## src/rtl/fatte_pkg.sv

```systemverilog
`default_nettype none

package fatte_pkg;

    // Table geometry
    localparam int TABLE_BYTES = 65536;
    localparam int AW          = $clog2(TABLE_BYTES);
    // Wide enough for a FAT32 byte address of any 16-bit cluster plus four bytes
    localparam int EAW         = ((AW > 18) ? AW : 18) + 1;

    localparam int CW          = 28;   // entry and cluster count width
    localparam int IW          = 16;   // index field width

    // Format thresholds on the cluster count
    localparam logic [CW-1:0] FAT16_MIN = CW'(4085);
    localparam logic [CW-1:0] FAT32_MIN = CW'(65525);

    // Entry marks
    localparam logic [CW-1:0] EOC12 = CW'(32'h0FF8);
    localparam logic [CW-1:0] EOC16 = CW'(32'hFFF8);
    localparam logic [CW-1:0] EOC32 = CW'(32'h0FFFFFF8);
    localparam logic [CW-1:0] BAD12 = CW'(32'h0FF7);
    localparam logic [CW-1:0] BAD16 = CW'(32'hFFF7);
    localparam logic [CW-1:0] BAD32 = CW'(32'h0FFFFFF7);

    typedef enum logic [1:0] {
        FMT12 = 2'd0,
        FMT16 = 2'd1,
        FMT32 = 2'd2
    } t_fmt;

    typedef enum logic [1:0] {
        KIND_LOAD  = 2'd0,
        KIND_READ  = 2'd1,
        KIND_WRITE = 2'd2
    } t_kind;

    typedef enum logic [1:0] {
        ST_OK      = 2'd0,
        ST_REFUSED = 2'd1,
        ST_RANGE   = 2'd2
    } t_status;

    typedef struct packed {
        logic eoc;
        logic bad;
        logic free;
    } t_flags;

endpackage

`default_nettype wire

```

## src/rtl/fatte_flags.sv

```systemverilog
`default_nettype none

// Classify an entry as free (zero), end of chain (zero, or at or above the end-of-chain mark of its format) or bad
module fatte_flags (
    input  var fatte_pkg::t_fmt              i_fmt,
    input  var logic [fatte_pkg::CW-1:0]     i_entry,
    output var fatte_pkg::t_flags            o_flags
);

    logic [fatte_pkg::CW-1:0] eoc_mark;
    logic [fatte_pkg::CW-1:0] bad_mark;

    always_comb begin
        case (i_fmt)
            fatte_pkg::FMT12: begin
                eoc_mark = fatte_pkg::EOC12;
                bad_mark = fatte_pkg::BAD12;
            end
            fatte_pkg::FMT16: begin
                eoc_mark = fatte_pkg::EOC16;
                bad_mark = fatte_pkg::BAD16;
            end
            default: begin
                eoc_mark = fatte_pkg::EOC32;
                bad_mark = fatte_pkg::BAD32;
            end
        endcase
    end

    assign o_flags.free = (i_entry == '0);
    assign o_flags.eoc  = (i_entry == '0) || (i_entry >= eoc_mark);
    assign o_flags.bad  = (i_entry == bad_mark);

endmodule

`default_nettype wire

```

## config.mk

```make
export PLATFORM = sky130hd
export DESIGN_NAME = fatte_flags
export DESIGN_NICKNAME = d
export VERILOG_FILES = /design/src/rtl/fatte_pkg.sv /design/src/rtl/fatte_flags.sv
export SDC_FILE = /design/constraint.sdc
export NUM_CORES = 1
export LEC_CHECK = 0
export BUFFER_PORTS_ARGS = -buffer_cell sky130_fd_sc_hd__buf_2
export CORE_AREA = 3 3 40 42
export DETAILED_ROUTE_END_ITERATION = 8
export DIE_AREA = 0 0 43 45
export GPL_ROUTABILITY_DRIVEN = 0
export GPL_TIMING_DRIVEN = 1
export PLACE_DENSITY = 0.79
export SLEW_MARGIN = 20
export SYNTH_ARGS = -nofsm -noshare
export SYNTH_HDL_FRONTEND = slang
export SYNTH_SLANG_ARGS = --single-unit
```

## constraint.sdc

```tcl
create_clock -name vclk -period 5.35
set_input_delay 1.07 -clock vclk [all_inputs]
set_output_delay 1.07 -clock vclk [all_outputs]
set_load 0.05 [all_outputs]
```

Word level (Yosys, flattened, before mapping)
Index checks and enable logic that the tools add are counted.
{ "classes": {"order_cmp": 1, "n_eq_ne": 2, "muxes": 2, "reduce_logical": 3} }
{ "op_table": {"columns": ["cell", "n"], "rows": [
  ["28-bit one-hot mux with 2 select lines", 2],
  ["28-bit equality test", 1],
  ["28-bit greater-or-equal comparator", 1],
  ["28-bit logical NOT", 1],
  ["2-bit by 1-bit equality test with 1-bit output (second input constant)", 1],
  ["2-bit logical NOT", 1],
  ["1-bit logical OR", 1]
]} }
{ "word_totals": {"register_bits": 0, "wordCells": 8} }

Longest topological paths before layout
Gate-level depths: netlist of run 1.
{ "logic_depth": {"word_depth": 4, "ltp_mapped": 6, "depth_no_buf": 6} }

Worst setup path before layout of run 1
Ideal clock, no wire load.
{ "synth_path": {"path_type": "in2out", "from": "in i_fmt[1]", "to": "out o_flags[2] in the netlist's numbering", "arrival_time_ps": 2685, "setup_slack_ps": 1595, "cell_stages": 6, "path_buffers": 0, "cell_sequence": "inv_1 > ha_1 > a21o_1 > a21o_1 > a22oi_1 > nand4_1"} }
{ "synth_lines": {"columns": ["element", "line", "rtl"], "rows": [
  ["from (decl)", "fatte_flags.sv:5", "input var fatte_pkg::t_fmt i_fmt,"],
  ["to (decl)", "fatte_flags.sv:7", "output var fatte_pkg::t_flags o_flags"]
]} }

==> results of run 1 <==
[power by group through the flow]
stage	Combinational, mW	Clock [mW]	Sequential (mW)
2_1_floorplan	0.0258	0	0
3_3_place_gp	0.0458	0	0
3_5_place_dp	0.0480	0	0
4_1_cts	0.0482	0	0
5_1_grt	0.0554	0	0
6_report	0.0484	0	0
[Yosys cell counts (all sizes together)]
library cell	n	area share
or4	3	0.049
and3b	1	0.016
and2	1	0.012
ha	20	0.47
a21oi	5	0.047
a21o	2	0.028
a22oi	1	0.014
and4	1	0.016
o21ai	3	0.035
nor2	3	0.021
nor3	2	0.028
mux2i	1	0.019
and3	1	0.012
inv	3	0.021
nand4	11	0.13
nor4	5	0.059
nand2	3	0.021
[worst paths after layout]
check / slack, ns / end / startpoint / cells after the start
setup / recovery: 1.36 / o_flags[2] / i_fmt[1] / 8
hold / removal: 2.71 / o_flags[0] / i_entry[2] / 5
[cells by family (layout without fill, tap and decap cells)]
kind of cell	Yosys count	in the layout	synth area share
AOI/OAI and AO/OA	11	11	0.125
muxes	1	1	0.0188
adders and majority gates	20	20	0.471
buffers and inverters	3	36	0.0212
and+or+nand+nor	31	31	0.365
[per-stage QoR]
step	hold WS, ns	util	worst slack, ns	instance area (um2)
after detailed placement	2.71	0.557	1.39	716
after floorplan	2.55	-	1.59	532
after global placement	2.70	0.557	1.53	716
final	2.71	0.557	1.36	716
after global routing	2.74	0.557	1.23	716
after CTS	2.71	0.557	1.39	716
[area by class of cell]
type	count	area (um2)	area share
Multi-Input combinational cell	63	520	0.727
Timing Repair Buffer	33	165	0.231
Tap cell	15	18.8	0.0262
Inverter	3	11.3	0.0157
[layer usage]
layer / part of all wire / track usage / vias up
li1: - / - / 334
met1: 0.41 / 0.240 / 322
met2: 0.47 / 0.299 / 48
met3: 0.10 / 0 / 8
met4: 0.019 / 0 / 0
met5: 0 / 0 / -
==> qor.csv, run 1 <==
stage,metric,value,unit
sta,Worst Max-Slew Pin Slew,0.652,ns
synthesis,cell area after synthesis,532,um2
finish,storage element area,0,um2
finish,clock buffer count,0,
finish,ANT cells,0,
worst_setup_path,CP peak stage delay,0.48,ns
pwr,total chip power,0.0484,mW
die,Die Y-Extent,45,um
pwr,sw power,0.0274,mW
clock_network,postcts setup bufs,0,
grt,Overflow after GRT,0,
finish,# nets final,151,
drt,detailed-route via count,712,
worst_setup_path,Crit path required time,4.28,ns
finish,Fillers,135,
finish,most frequent cells in the layout,"33 x buf_2, 20 x ha_1, 11 x nand4_1",
flow_run,count of maximum capacitance violations,0,
pwr,Clock power frac,0,
synthesis,count of different cell masters after synthesis,20,
pwr,P_int,0.0209,mW
synthesis,Syn Inst Count,66,
drt,antenna-violating nets left,0,
drt,DR vias/cell,6.25,
worst_setup_path,Critical Path Source Type,input port,
pwr,register share of total power,0,
drt,TritonRoute pass-1 iters,5,
drt,DRT Wirelength,1580,um
worst_setup_path,Crit Path Category,in2out,
placement,IO Port Bufs,33,
finish,"most common cell after layout, fill and taps aside",buf_2,
worst_setup_path,Crit. End Element,output port,
worst_setup_path,Arrival @ worst endpoint,2.92,ns
grt,largest net degree at the start of global routing,21,
clock_network,post_cts resized,0,
finish,post-route insts no fill,114,
worst_setup_path,CP Cell Sequence,"buf_2, inv_1, ha_1, nand4_1, nor3_1, nand4_1, nand4_1, buf_2",
sta,RSZ-0062 raised after global routing,false,
sta,pins over their slew limit,0,
finish,area grow syn2layout,34.6,%
pwr,pwr dens,67.6,mW/mm2
die,# rows,13,
sta,Final min period,3.99,ns
die,I/O pins,33,
worst_setup_path,Top delay family on crit path,buffers and inverters,
worst_setup_path,"Slowest-stage cell, CP",inv_1,
drt,DRC,0,
sta,Sum Neg Setup Slack,0,ns
pwr,Comb power frac,1.000,
status,status,completed,
placement,DP HPWL,1390,um
grt,GRT Overall Usage,0.167,
sta,final setup fails,0,
placement,post-placement cell count,114,
finish,FFs & Latches,0,
grt,antenna violations before repair,0,
worst_setup_path,critical path buffer and inverter count,3,
die,Initial Utilization,0.414,
drt,initial drt markers,30,
worst_setup_path,worst-path fanout max,20,
synthesis,Syn Nets,116,
sta,Peak Freq,251,MHz
sta,final hold violation count,0,
die,die width,43,um
sta,relative slew slack,0.565,
synthesis,sequential element share of the synthesized area,0,
pwr,leakage,0.389,nW
sta,final worst-path cycle share,0.745,
grt,global-route wire length before repair,2620,um
die,core area,0.00128,mm2
pwr,Max IR drop VDD,0.0312,mV
worst_setup_path,most frequent CP cell,nand4_1,
drt,Avg WL per Cell,13.9,um
die,die area,0.00194,mm2
clock_network,Post-CTS Hold Fix Bufs,0,
pwr,switching part of the total,0.567,
grt,vias in the first global route,633,
min_path,min-delay worst type,in2out,
synthesis,YS warnings,0,
synthesis,Avg Synthesized Cell Area,8.06,um2
finish,layout cells sized above 1,0.364,
Power figures use the tool's default switching activity.
==> inputs of run 2 (changes only) <==
Settings changed: ABC_AREA from default to 1, CORE_AREA 3 3 40 42 to default, CORE_MARGIN from default to 3, CORE_UTILIZATION from default to 45, DIE_AREA 0 0 43 45 to default, PLACE_DENSITY 0.79 to 0.85.
Clock period 5.35 ns to 3.4 ns, I/O delays scaled along.
==> run 2 against run 1 <==
Combinational power up 87%; non-clock buffer count unchanged; critical path depth up 3; via count grew 13%; synthesized cell count rose by 80%; worst setup slack got worse by 1.1 ns; worst hold slack worse by 0.88 ns; critical path type unchanged; largest cell class unchanged.
==> qor.csv, run 2 <==
stage,metric,value,unit
status,status,completed,
die,Initial Utilization,0.503,
worst_setup_path,"Slowest-stage cell, CP",inv_1,
finish,most frequent cells in the layout,"33 x buf_2, 29 x nand2_1, 22 x inv_1",
die,die width,45.1,um
sta,pins over their slew limit,0,
min_path,worst hold endpoint,o_flags[1],
drt,DRC,0,
synthesis,Syn Inst Count,119,
worst_setup_path,Crit Path Category,in2out,
placement,Setup WS pre-CTS,0.300,ns
synthesis,count of different cell masters after synthesis,16,
pwr,Max IR drop VDD,0.0634,mV
placement,DP HPWL,1400,um
worst_setup_path,Critical Path Source Type,input port,
synthesis,commonest cells in the netlist,"29 x nand2_1, 22 x inv_1, 20 x ha_1, 18 x nor2_1, 7 x nand4_1",
drt,Avg WL per Cell,9.22,um
min_path,Hold Crit Start,i_fmt[0],
die,core area,0.00137,mm2
grt,Overflow after GRT,0,
clock_network,postcts setup bufs,0,
drt,detailed-route via count,804,
worst_setup_path,Crit. End Element,output port,
drt,DRT Wirelength,1540,um
die,Die Y-Extent,45.1,um
grt,largest net degree at the start of global routing,21,
grt,global-route wire length before repair,2460,um
drt,TritonRoute pass-1 iters,4,
finish,area grow syn2layout,26.8,%
sta,final setup fails,0,
finish,clock buffer count,0,
worst_setup_path,Top delay family on crit path,buffers and inverters,
placement,post-placement cell count,167,
placement,IO Port Bufs,33,
synthesis,Syn Nets,169,
die,# rows,13,
synthesis,Avg Synthesized Cell Area,5.77,um2
drt,initial drt markers,12,
worst_setup_path,CP peak stage delay,0.48,ns
synthesis,cell area after synthesis,687,um2
flow_run,count of maximum capacitance violations,0,
finish,# nets final,204,
synthesis,sequential element share of the synthesized area,0,
drt,antenna-violating nets left,0,
sta,final hold violation count,0,
finish,final core utilization,0.637,
min_path,min-delay worst type,in2out,
sta,Sum Neg Setup Slack,0,ns
synthesis,top-area cell type share of the netlist area,0.364,
synthesis,largest cells by area after synthesis,"ha_1 36%, nand2_1 16%, inv_1 12%",
pwr,pwr dens,104,mW/mm2
clock_network,post_cts resized,0,
grt,vias in the first global route,656,
worst_setup_path,worst-path fanout max,20,
worst_setup_path,critical path buffer and inverter count,4,
drt,DR vias/cell,4.81,
worst_setup_path,Arrival @ worst endpoint,2.42,ns
finish,ANT cells,0,
die,die area,0.00203,mm2
finish,"most common cell after layout, fill and taps aside",buf_2,
sta,final worst-path cycle share,0.911,
sta,PnR worst setup slack,0.303,ns
min_path,cell depth of the worst hold path,5,
synthesis,top-count cell post-synth,nand2_1,
pwr,leakage,0.546,nW
worst_setup_path,CP Cell Sequence,"buf_2, inv_1, ha_1, nand2_1, inv_1, nor2_1, o21a_1, nand2_1, nor2_1, nand2_2, buf_2",
sta,Peak Freq,323,MHz
finish,post-route insts no fill,167,
worst_setup_path,Crit path required time,2.72,ns
clock_network,Post-CTS Hold Fix Bufs,0,
sta,Hold Slack,1.83,ns
sta,Final min period,3.10,ns
grt,antenna violations before repair,0,
die,I/O pins,33,
finish,layout cells sized above 1,0.296,
finish,FFs & Latches,0,
synthesis,YS warnings,0,
synthesis,largest area contributor in the netlist,ha_1,
grt,GRT Overall Usage,0.153,
sta,RSZ-0062 raised after global routing,false,
finish,storage element area,0,um2
sta,relative slew slack,0.565,
sta,Worst Max-Slew Pin Slew,0.652,ns
## run 2: cell count changes after synthesis, moves of 4 or more
cell     before  now
nand2_1       3   29
inv_1         3   22
nor2_1        3   18
nand2_2       0    6
nor4_1        5    0
nand4_1      11    7
nor2_2        0    4
## run 2: layer usage
metal,vias up,wire [um],GRT usage
met4,0,0,0
met2,20,757,0.288
met3,0,74,0
met1,344,707,0.205
met5,-,0,0
li1,440,-,-
## run 2: power breakdown
part / leakage (nW) / switching (mW) / internal [mW] / total (mW)
combinational: 0.546 / 0.0531 / 0.0376 / 0.0907
clock: 0 / 0 / 0 / 0
sequential: 0 / 0 / 0 / 0
total: 0.546 / 0.0531 / 0.0376 / 0.0907
## run 2: final cells by class
class | count | area (um2)
fill | 137 | 495
inverter | 24 | 90.1
timing repair buffer | 33 | 165
tap | 15 | 18.8
multi-input combinational | 95 | 597
## run 2: stage by stage
step / total power [mW] / area, um2
3_5_place_dp: 0.0910 / 871
6_report: 0.0907 / 871
2_1_floorplan: 0.0558 / 687
3_3_place_gp: 0.0861 / 871
4_1_cts: 0.0915 / 871
5_1_grt: 0.104 / 871
## run 2: worst max-delay path by stage
stage / start / to / cells past startpoint
finish: i_fmt[1] / o_flags[2] / 11
CTS: i_fmt[1] / o_flags[2] / 12
detailed placement: i_fmt[1] / o_flags[2] / 12
global placement: i_fmt[1] / o_flags[2] / 12
global route: i_fmt[1] / o_flags[2] / 12
floorplan: i_fmt[1] / o_flags[1] / 6
## run 2: cells by family after synthesis
group	count (synthesis)	synth area share
simple gates	68	0.450
fa+ha+maj	20	0.364
compound gates	7	0.0546
buf+inv	24	0.131
==> inputs of run 3 (changes only) <==
Settings changed: CORE_UTILIZATION 45 to 46, PLACE_DENSITY 0.85 to 0.84.
Clock period 3.4 ns to 3.7 ns, I/O delays scaled along.
==> run 3 against run 2 <==
Worst hold slack gained 0.11 ns; global-route usage grew 0.85 points; wire length grew 3.4%; flip-flop and latch count is the same; worst setup slack gained 0.21 ns; final area is the same.
==> qor.csv, run 3 (synthesis results as in run 2) <==
stage,metric,value,unit
die,Initial Utilization,0.509,
pwr,register share of total power,0,
grt,antenna violations before repair,0,
drt,detailed-route via count,781,
status,status,completed,
drt,DR vias/cell,4.68,
finish,area grow syn2layout,26.8,%
sta,pins over their slew limit,0,
worst_setup_path,Crit path required time,2.96,ns
placement,IO Port Bufs,33,
finish,clock buffer count,0,
worst_setup_path,critical path buffer and inverter count,5,
sta,final hold violation count,0,
worst_setup_path,Top delay family on crit path,buffers and inverters,
die,I/O pins,33,
clock_network,postcts setup bufs,0,
die,Die Y-Extent,44.6,um
finish,Finished Cell Area,871,um2
sta,Worst Max-Slew Pin Slew,0.646,ns
worst_setup_path,Crit Path Category,in2out,
sta,PnR worst setup slack,0.517,ns
sta,final worst-path cycle share,0.860,
grt,vias in the first global route,712,
die,die area,0.00199,mm2
finish,ANT cells,0,
placement,Post-DP Area,871,um2
finish,most frequent cells in the layout,"33 x buf_2, 29 x nand2_1, 22 x inv_1",
worst_setup_path,Crit. End Element,output port,
sta,relative slew slack,0.569,
worst_setup_path,"Slowest-stage cell, CP",inv_1,
pwr,Max IR drop VDD,0.0445,mV
worst_setup_path,Arrival @ worst endpoint,2.44,ns
finish,Fillers,132,
pwr,Comb power frac,1.000,
flow_run,count of maximum capacitance violations,0,
drt,DRC,0,
pwr,pwr dens,96.0,mW/mm2
finish,post-route insts no fill,167,
drt,TritonRoute pass-1 iters,4,
sta,Final min period,3.18,ns
pwr,switching part of the total,0.583,
sta,Sum Neg Setup Slack,0,ns
pwr,Clock power frac,0,
finish,FFs & Latches,0,
drt,Avg WL per Cell,9.53,um
worst_setup_path,CP Cell Sequence,"buf_2, inv_1, ha_1, nand2_2, inv_1, a21oi_1, nand2_1, nand2_1, nand2_1, clkinv_1, nand2_2, buf_2",
placement,Setup WS pre-CTS,0.513,ns
pwr,leakage,0.546,nW
drt,DRT Wirelength,1590,um
grt,global-route wire length before repair,2590,um
die,core area,0.00135,mm2
finish,"most common cell after layout, fill and taps aside",buf_2,
grt,GRT Overall Usage,0.161,
finish,# nets final,204,
placement,DP HPWL,1410,um
die,die width,44.6,um
drt,antenna-violating nets left,0,
worst_setup_path,most frequent CP cell,nand2_1,
sta,Hold Slack,1.94,ns
finish,final core utilization,0.645,
finish,storage element area,0,um2
worst_setup_path,worst-path fanout max,20,
clock_network,post_cts resized,0,
sta,final setup fails,0,
sta,Peak Freq,314,MHz
finish,layout cells sized above 1,0.296,
pwr,sw power,0.0487,mW
min_path,min-delay worst type,in2out,
clock_network,Post-CTS Hold Fix Bufs,0,
grt,largest net degree at the start of global routing,21,
pwr,total chip power,0.0836,mW
sta,RSZ-0062 raised after global routing,false,
worst_setup_path,Critical Path Source Type,input port,
grt,Overflow after GRT,0,
die,# rows,13,
drt,initial drt markers,16,
pwr,P_int,0.0349,mW
worst_setup_path,CP peak stage delay,0.47,ns
placement,post-placement cell count,167,
==> run 3: cell counts in the layout (fill, tap and decap cells not counted) <==
No cell type changed its count.
==> run 3: final cells by class <==
type	count	area (um2)	area share
timing repair buffer	33	165	0.190
multi-input combinational	95	597	0.685
tap	15	18.8	0.0216
inverter	24	90.1	0.103
==> run 3: final timing paths <==
kind / start / endpoint / slack [ns] / cells past startpoint
setup / recovery: i_fmt[1] / o_flags[2] / 0.52 / 12
hold / removal: i_fmt[0] / o_flags[1] / 1.94 / 5
==> run 3: layer usage <==
| layer | wire length (um) | global-route usage | vias up |
|---|---|---|---|
| met5 | 0 | 0 | - |
| met4 | 0 | 0.00602 | 0 |
| met3 | 64 | 0 | 0 |
| met2 | 794 | 0.318 | 21 |
| met1 | 732 | 0.200 | 321 |
| li1 | - | - | 439 |
==> run 3: power by group through the flow <==
| stage | combinational (mW) | sequential (mW) | clock [mW] |
|---|---|---|---|
| after global routing | 0.0963 | 0 | 0 |
| after detailed placement | 0.0836 | 0 | 0 |
| after global placement | 0.0794 | 0 | 0 |
| after CTS | 0.0842 | 0 | 0 |
| after floorplan | 0.0513 | 0 | 0 |
| final | 0.0836 | 0 | 0 |
